$ cat config.mk
export PLATFORM = sky130hd
export DESIGN_NAME = arp_ctrl
export DESIGN_NICKNAME = d
export VERILOG_FILES = /design/src/rtl/arp_pkg.sv /design/src/rtl/arp_ctrl.sv
export SDC_FILE = /design/constraint.sdc
export NUM_CORES = 1
export LEC_CHECK = 0
export ABC_CLOCK_PERIOD_IN_PS = 1800
export BUFFER_PORTS_ARGS = -buffer_cell sky130_fd_sc_hd__buf_2
export CAP_MARGIN = 20
export CELL_PAD_IN_SITES_DETAIL_PLACEMENT = 1
export CELL_PAD_IN_SITES_GLOBAL_PLACEMENT = 1
export CORE_UTILIZATION = 29
export DETAILED_ROUTE_END_ITERATION = 8
export GPL_TIMING_DRIVEN = 0
export HOLD_SLACK_MARGIN = 0.05
export PLACE_DENSITY_LB_ADDON = 0.05
export SYNTH_ARGS = -nofsm -noshare
export SYNTH_HDL_FRONTEND = slang
export SYNTH_SLANG_ARGS = --single-unit
$ cat constraint.sdc
create_clock -name i_clk -period 1.8 [get_ports i_clk]
set_clock_uncertainty 0.15 [all_clocks]
set_input_delay 0.36 -clock i_clk [delete_from_list [all_inputs] [get_ports i_clk]]
set_output_delay 0.36 -clock i_clk [all_outputs]
set_load 0.05 [all_outputs]
$ cat src/rtl/arp_pkg.sv
// Shared types, codes and constants of the atlas rectangle packer.
`default_nettype none
package arp_pkg;

    localparam int DefMaxSpaces  = 64;
    localparam int DefMaxEntries = 1024;
    localparam int DefCoordBits  = 16;

    localparam logic [2:0] ST_OK       = 3'd0;
    localparam logic [2:0] ST_ZERO     = 3'd1;
    localparam logic [2:0] ST_OVERFLOW = 3'd2;
    localparam logic [2:0] ST_SPACES   = 3'd3;
    localparam logic [2:0] ST_ENTRIES  = 3'd4;

    localparam logic [3:0] OP_NONE   = 4'd0;
    localparam logic [3:0] OP_LOAD   = 4'd1;
    localparam logic [3:0] OP_CLEAR  = 4'd2;
    localparam logic [3:0] OP_PASS   = 4'd3;
    localparam logic [3:0] OP_DIFF   = 4'd4;
    localparam logic [3:0] OP_FIT    = 4'd5;
    localparam logic [3:0] OP_MIN    = 4'd6;
    localparam logic [3:0] OP_GROW   = 4'd7;
    localparam logic [3:0] OP_APPEND = 4'd8;
    localparam logic [3:0] OP_COPY   = 4'd9;
    localparam logic [3:0] OP_PUSH0  = 4'd10;
    localparam logic [3:0] OP_PUSH1  = 4'd11;
    localparam logic [3:0] OP_PLACE  = 4'd12;

    typedef struct packed {
        logic        action;
        logic [15:0] rect_width;
        logic [15:0] rect_height;
    } t_in;

    typedef struct packed {
        logic [2:0]  status;
        logic [15:0] place_left;
        logic [15:0] place_top;
        logic [9:0]  entry_index;
        logic [15:0] handle_generation;
    } t_out;

    typedef struct packed {
        logic [3:0] op;
        logic       emit;
        logic [2:0] code;
    } t_cmd;

    typedef struct packed {
        logic       is_clear;
        logic       zero_size;
        logic       ent_full;
        logic       too_big;
        logic       cnt_zero;
        logic       idx_zero;
        logic       fit;
        logic       sp_over;
        logic       grow_sel;
        logic       grow_ovf;
        logic       cr_ovf;
        logic       list_full;
        logic [1:0] n;
    } t_sts;

endpackage
`default_nettype wire

$ cat src/rtl/arp_ctrl.sv
// Sequencer of the atlas packer: prechecks, scan passes, growth and placement.
`default_nettype none
module arp_ctrl
    import arp_pkg::*;
(
    input  wire logic i_clk,
    input  wire logic i_rst_n,
    input  wire logic start,
    output logic      busy,
    input  t_sts      i_sts,
    output t_cmd      o_cmd
);
    localparam logic [3:0] S_IDLE  = 4'd0;
    localparam logic [3:0] S_CHECK = 4'd1;
    localparam logic [3:0] S_RD    = 4'd2;
    localparam logic [3:0] S_DIFF  = 4'd3;
    localparam logic [3:0] S_FIT   = 4'd4;
    localparam logic [3:0] S_MIN   = 4'd5;
    localparam logic [3:0] S_GRD   = 4'd6;
    localparam logic [3:0] S_GEVAL = 4'd7;
    localparam logic [3:0] S_PWAIT = 4'd8;
    localparam logic [3:0] S_PCP   = 4'd9;
    localparam logic [3:0] S_PW0   = 4'd10;
    localparam logic [3:0] S_PW1   = 4'd11;
    localparam logic [3:0] S_PDONE = 4'd12;

    logic [3:0] r_state, n_state;
    logic [1:0] r_pass, n_pass;

    assign busy = (r_state != S_IDLE);

    always_ff @(posedge i_clk) begin
        if (!i_rst_n) begin
            r_state <= S_IDLE;
            r_pass  <= 2'd0;
        end else begin
            r_state <= n_state;
            r_pass  <= n_pass;
        end
    end

    always_comb begin
        n_state = r_state;
        n_pass  = r_pass;
        o_cmd   = '{op: OP_NONE, emit: 1'b0, code: ST_OK};
        unique case (r_state)
            S_IDLE: begin
                if (start) begin
                    o_cmd.op = OP_LOAD;
                    n_state  = S_CHECK;
                end
            end
            S_CHECK: begin
                n_state = S_IDLE;
                if (i_sts.is_clear) begin
                    o_cmd.op = OP_CLEAR;
                end else if (i_sts.zero_size) begin
                    o_cmd.emit = 1'b1;
                    o_cmd.code = ST_ZERO;
                end else if (i_sts.ent_full) begin
                    o_cmd.emit = 1'b1;
                    o_cmd.code = ST_ENTRIES;
                end else if (i_sts.too_big) begin
                    o_cmd.emit = 1'b1;
                    o_cmd.code = ST_OVERFLOW;
                end else begin
                    o_cmd.op = OP_PASS;
                    n_pass   = 2'd0;
                    n_state  = i_sts.cnt_zero ? S_GRD : S_RD;
                end
            end
            S_RD:   n_state = S_DIFF;
            S_DIFF: begin
                o_cmd.op = OP_DIFF;
                n_state  = S_FIT;
            end
            S_FIT: begin
                o_cmd.op = OP_FIT;
                if (!i_sts.fit) begin
                    n_state = S_MIN;
                end else if (i_sts.sp_over) begin
                    o_cmd.emit = 1'b1;
                    o_cmd.code = ST_SPACES;
                    n_state    = S_IDLE;
                end else begin
                    n_state = S_PWAIT;
                end
            end
            S_MIN: begin
                o_cmd.op = OP_MIN;
                n_state  = i_sts.idx_zero ? S_GRD : S_RD;
            end
            S_GRD:  n_state = S_GEVAL;
            S_GEVAL: begin
                if (i_sts.grow_sel ? i_sts.grow_ovf : i_sts.cr_ovf) begin
                    o_cmd.emit = 1'b1;
                    o_cmd.code = ST_OVERFLOW;
                    n_state    = S_IDLE;
                end else if (!i_sts.grow_sel && i_sts.list_full) begin
                    o_cmd.emit = 1'b1;
                    o_cmd.code = ST_SPACES;
                    n_state    = S_IDLE;
                end else begin
                    o_cmd.op = i_sts.grow_sel ? OP_GROW : OP_APPEND;
                    // A growth or append on the third pass still lands, then the item fails.
                    if (r_pass == 2'd2) begin
                        o_cmd.emit = 1'b1;
                        o_cmd.code = ST_SPACES;
                        n_state    = S_IDLE;
                    end else begin
                        n_pass  = r_pass + 2'd1;
                        n_state = S_RD;
                    end
                end
            end
            S_PWAIT: n_state = S_PCP;
            S_PCP: begin
                o_cmd.op = OP_COPY;
                n_state  = (i_sts.n == 2'd0) ? S_PDONE : S_PW0;
            end
            S_PW0: begin
                o_cmd.op = OP_PUSH0;
                n_state  = (i_sts.n == 2'd2) ? S_PW1 : S_PDONE;
            end
            S_PW1: begin
                o_cmd.op = OP_PUSH1;
                n_state  = S_PDONE;
            end
            S_PDONE: begin
                o_cmd.op = OP_PLACE;
                n_state  = S_IDLE;
            end
            default: n_state = S_IDLE;
        endcase
    end

endmodule
`default_nettype wire

==> flow_results.xml <==
<?xml version="1.0" encoding="UTF-8"?>
<metrics>
  <group name="logic_synthesis">
    <metric name="synth_cell_types" unit="">43</metric>
    <metric name="postSynthAreaPerCell" unit="um2">7.56</metric>
    <metric name="synth_cells" unit="">87</metric>
    <metric name="synthesized_netlist_net_count" unit="">105</metric>
    <metric name="synth-seq-area-share" unit="%">18.3</metric>
    <metric name="yosys.area.top_type_share" unit="%">18.3</metric>
    <metric name="synth_seq_cells" unit="">6</metric>
    <metric name="ys_top_cells_by_area" unit="">dfxtp_1 (18%), a21oi_1 (5.3%), o21ai_0 (5.3%)</metric>
    <metric name="syn-cell-area" unit="um2">658</metric>
    <metric name="synth_warnings" unit="">0</metric>
    <metric name="netlist.top_cell.by_area" unit="">dfxtp_1</metric>
  </group>
  <group name="cts">
    <metric name="htree_num_levels" unit="">1</metric>
    <metric name="clock_sinks" unit="">6</metric>
    <metric name="cts_tree" unit="">yes</metric>
    <metric name="clk_pin_slew_worst_paths" unit="ns">0.04</metric>
    <metric name="max-clock-path-buffers" unit="">2</metric>
    <metric name="post_cts_hold_buffer_count" unit="">0</metric>
    <metric name="clock_latency" unit="ns">0.24</metric>
    <metric name="clk_root_buffer_cell" unit="">clkbuf_4</metric>
    <metric name="tritoncts.num_buffers" unit="">3</metric>
  </group>
  <group name="worst_setup_path">
    <metric name="critical_path.endpoint_type" unit="">primary output</metric>
    <metric name="max_stage_delay" unit="ns">0.54</metric>
    <metric name="path_cells" unit="">or4b_4 -&gt; or2_4 -&gt; o41ai_4 -&gt; buf_6</metric>
    <metric name="startpoint_class_of_the_critical_path" unit="">flip-flop</metric>
    <metric name="cp_top_family" unit="">simple AND/OR/NAND/NOR gates</metric>
    <metric name="critical_path_arrival" unit="ns">1.81</metric>
    <metric name="worstSetupPathType" unit="">flip-flop to primary output</metric>
    <metric name="worst-path-buf-inv" unit="">1</metric>
    <metric name="timing.critical_path.required" unit="ns">1.29</metric>
    <metric name="critical-path-slowest-cell" unit="">or4b_4</metric>
    <metric name="critical_path.max_fanout" unit="">4</metric>
  </group>
  <group name="floorplan">
    <metric name="design.portCount" unit="">26</metric>
    <metric name="fp.dieH" unit="um">49.6</metric>
    <metric name="die_outline_area" unit="um2">2460</metric>
    <metric name="core_area" unit="um2">2040</metric>
    <metric name="rows" unit="">16</metric>
    <metric name="floorplan.initialDensity" unit="%">32.2</metric>
    <metric name="die_width" unit="um">49.6</metric>
  </group>
  <group name="global_routing">
    <metric name="grt_overflow_total" unit="">0</metric>
    <metric name="antenna_found_initial" unit="">0</metric>
    <metric name="wire_length_of_the_first_global_routing_pass" unit="mm">3.77</metric>
    <metric name="first_global_vias" unit="">828</metric>
    <metric name="grtUsageTotal" unit="%">19.9</metric>
    <metric name="grt_start_max_net_pins" unit="">11</metric>
  </group>
  <group name="drt">
    <metric name="drt_drc_violations_left" unit="">0</metric>
    <metric name="dr_total_vias" unit="">843</metric>
    <metric name="drt_pre_antenna_iters" unit="">4</metric>
    <metric name="route.antenna.remaining_nets" unit="">0</metric>
    <metric name="detail_route.wirelength" unit="mm">2.48</metric>
    <metric name="detail_route.wl_per_cell" unit="um">15.9</metric>
    <metric name="drt-initial-drc-count" unit="">19</metric>
    <metric name="vias_per_std_cell" unit="">5.40</metric>
  </group>
  <group name="timing">
    <metric name="worst_hold_slack_across_all_endpoints" unit="ns">0.213</metric>
    <metric name="unrepaired_setup_endpoints_after_global_routing" unit="">true</metric>
    <metric name="post_route_worst_setup_slack" unit="ns">-0.517</metric>
    <metric name="slew-limit-headroom" unit="%">78.7</metric>
    <metric name="hold_violations" unit="">0</metric>
    <metric name="timing_worst_slew_pin_value" unit="ns">0.318</metric>
    <metric name="period_share" unit="%">129</metric>
    <metric name="layout_min_cycle_time" unit="ns">2.32</metric>
    <metric name="final-max-slew-violation-count" unit="">0</metric>
    <metric name="achievable-frequency" unit="MHz">432</metric>
    <metric name="setup_violations" unit="">10</metric>
  </group>
  <group name="status">
    <metric name="status" unit="">finished with violations</metric>
    <metric name="failed_checks" unit="">negative setup slack</metric>
  </group>
  <group name="placement">
    <metric name="placer_s_final_routability_congestion_estimate" unit="">0.759</metric>
    <metric name="post-dp-hpwl" unit="mm">1.69</metric>
    <metric name="numPortBuffers" unit="">25</metric>
  </group>
  <group name="cells_and_area">
    <metric name="final_layout_size_suffix_gt1_share" unit="%">57.4</metric>
    <metric name="nets" unit="">149</metric>
    <metric name="insertedDiodeCount" unit="">0</metric>
    <metric name="area_delta_synth_final" unit="%">81.2</metric>
  </group>
  <group name="min_path">
    <metric name="worst_hold_path_type" unit="">input pin to flip-flop</metric>
  </group>
  <group name="run">
    <metric name="drv_cap" unit="">0</metric>
  </group>
  <group name="power">
    <metric name="worst_ir_drop_vdd" unit="mV">0.281</metric>
    <metric name="totalPowerFinal" unit="mW">0.447</metric>
    <metric name="total_leakage_power" unit="nW">0.473</metric>
    <metric name="power.density_cell_area" unit="nW/um2">375</metric>
  </group>
</metrics>
## registers in the layout (all words and copies together), names as in the netlist
signal and count:
r_pass 2, r_state 4
## metal layers
metal | global-route usage (%) | part of all wire, %
met1 | 26.2 | 45
met2 | 32.7 | 51
met3 | 2.78 | 1.8
met4 | 7.14 | 1.9
met5 | 0 | 0
## cell usage in the layout (no fill, tap or decap), drive strengths merged, types with 3 or more instances in the layout
cell | netlist | routed
a21oi | 7 | 7
buf | 2 | 42
clkbuf | 2 | 4
dfxtp | 6 | 6
inv | 6 | 5
nand2b | 5 | 5
nor2 | 7 | 7
nor3b | 3 | 3
o21a | 3 | 3
o21ai | 8 | 8
## per-stage QoR
stage / util [%] / instances / setup WS [ns] / TNS (ns) / cell area [um2]
4_1_cts: 49.1 / 147 / -0.570 / -3.72 / 1000
5_1_grt: 58.4 / 156 / -0.606 / -4.01 / 1190
3_5_place_dp: 44.1 / 139 / -0.397 / -2.29 / 901
3_3_place_gp: 44.1 / 139 / -0.376 / -2.18 / 901
6_report: 58.4 / 156 / -0.517 / -3.08 / 1190
2_1_floorplan: - / 87 / -0.640 / -2.27 / 742
## Yosys cell counts (all sizes together)
cell     count
o21bai       1
nand2b       5
o21a         3
or2          1
a21oi        7
a21o         2
a221oi       1
o22ai        2
nand2        2
a22oi        1
nand3        2
nor3b        3
nand4b       2
dfxtp        6
or3          2
a311oi       1
and2         1
ha           1
nor2         7
o21ai        8
buf          2
nor2b        2
or4          2
or4b         1
nor3         2
clkbuf       2
a221o        1
o41ai        1
nand4        1
inv          6
mux2i        1
o211ai       1
a211oi       1
nor4b        1
o32ai        1
a2bb2oi      1
a31oi        2
a21boi       1
## power by group
group          switching [mW]  total, mW  internal, mW
Combinational           0.107      0.194        0.0873
Sequential            0.00136      0.136         0.134
Clock                  0.0422      0.117        0.0750
## final timing paths
check                                start   endpoint  slack, ns  cells past startpoint
worst max register to register  r_state[2]  r_pass[1]      -0.08                      6
worst min register to register   r_pass[0]  r_pass[0]       0.44                      2
worst min-delay path               i_rst_n  r_pass[1]       0.21                      2
worst max-delay path            r_state[2]   o_cmd[1]      -0.52                      4
## cell type report
cell class | instances | area (um2)
Fill cell | 256 | 850
Multi-Input combinational cell | 71 | 634
Timing Repair Buffer | 39 | 307
Sequential cell | 6 | 126
Buffer | 4 | 35.0
Inverter | 6 | 33.8
Tap cell | 27 | 33.8
Clock buffer | 3 | 22.5
## worst reg2reg max path: cells and delay by family (launching register included)
family          cells  cell delay, ns
compound gates      1            0.17
buf+inv             2            0.32
flops               1            0.32
simple gates        3            0.83
## kinds of logic after synthesis
family / share of synthesized area [%]
compound gates: 36.7
fa+ha+maj: 1.90
buf+inv: 7.03
flops: 18.3
mux: 1.52
simple gates: 34.6
## what timing repair did
item	4_1_cts	5_1_grt
resized for setup	15	40
pin swaps	1	10
setup endpoints to repair	9	13
setup buffers	5	9
Note: power is estimated with default switching activity, not from simulation.
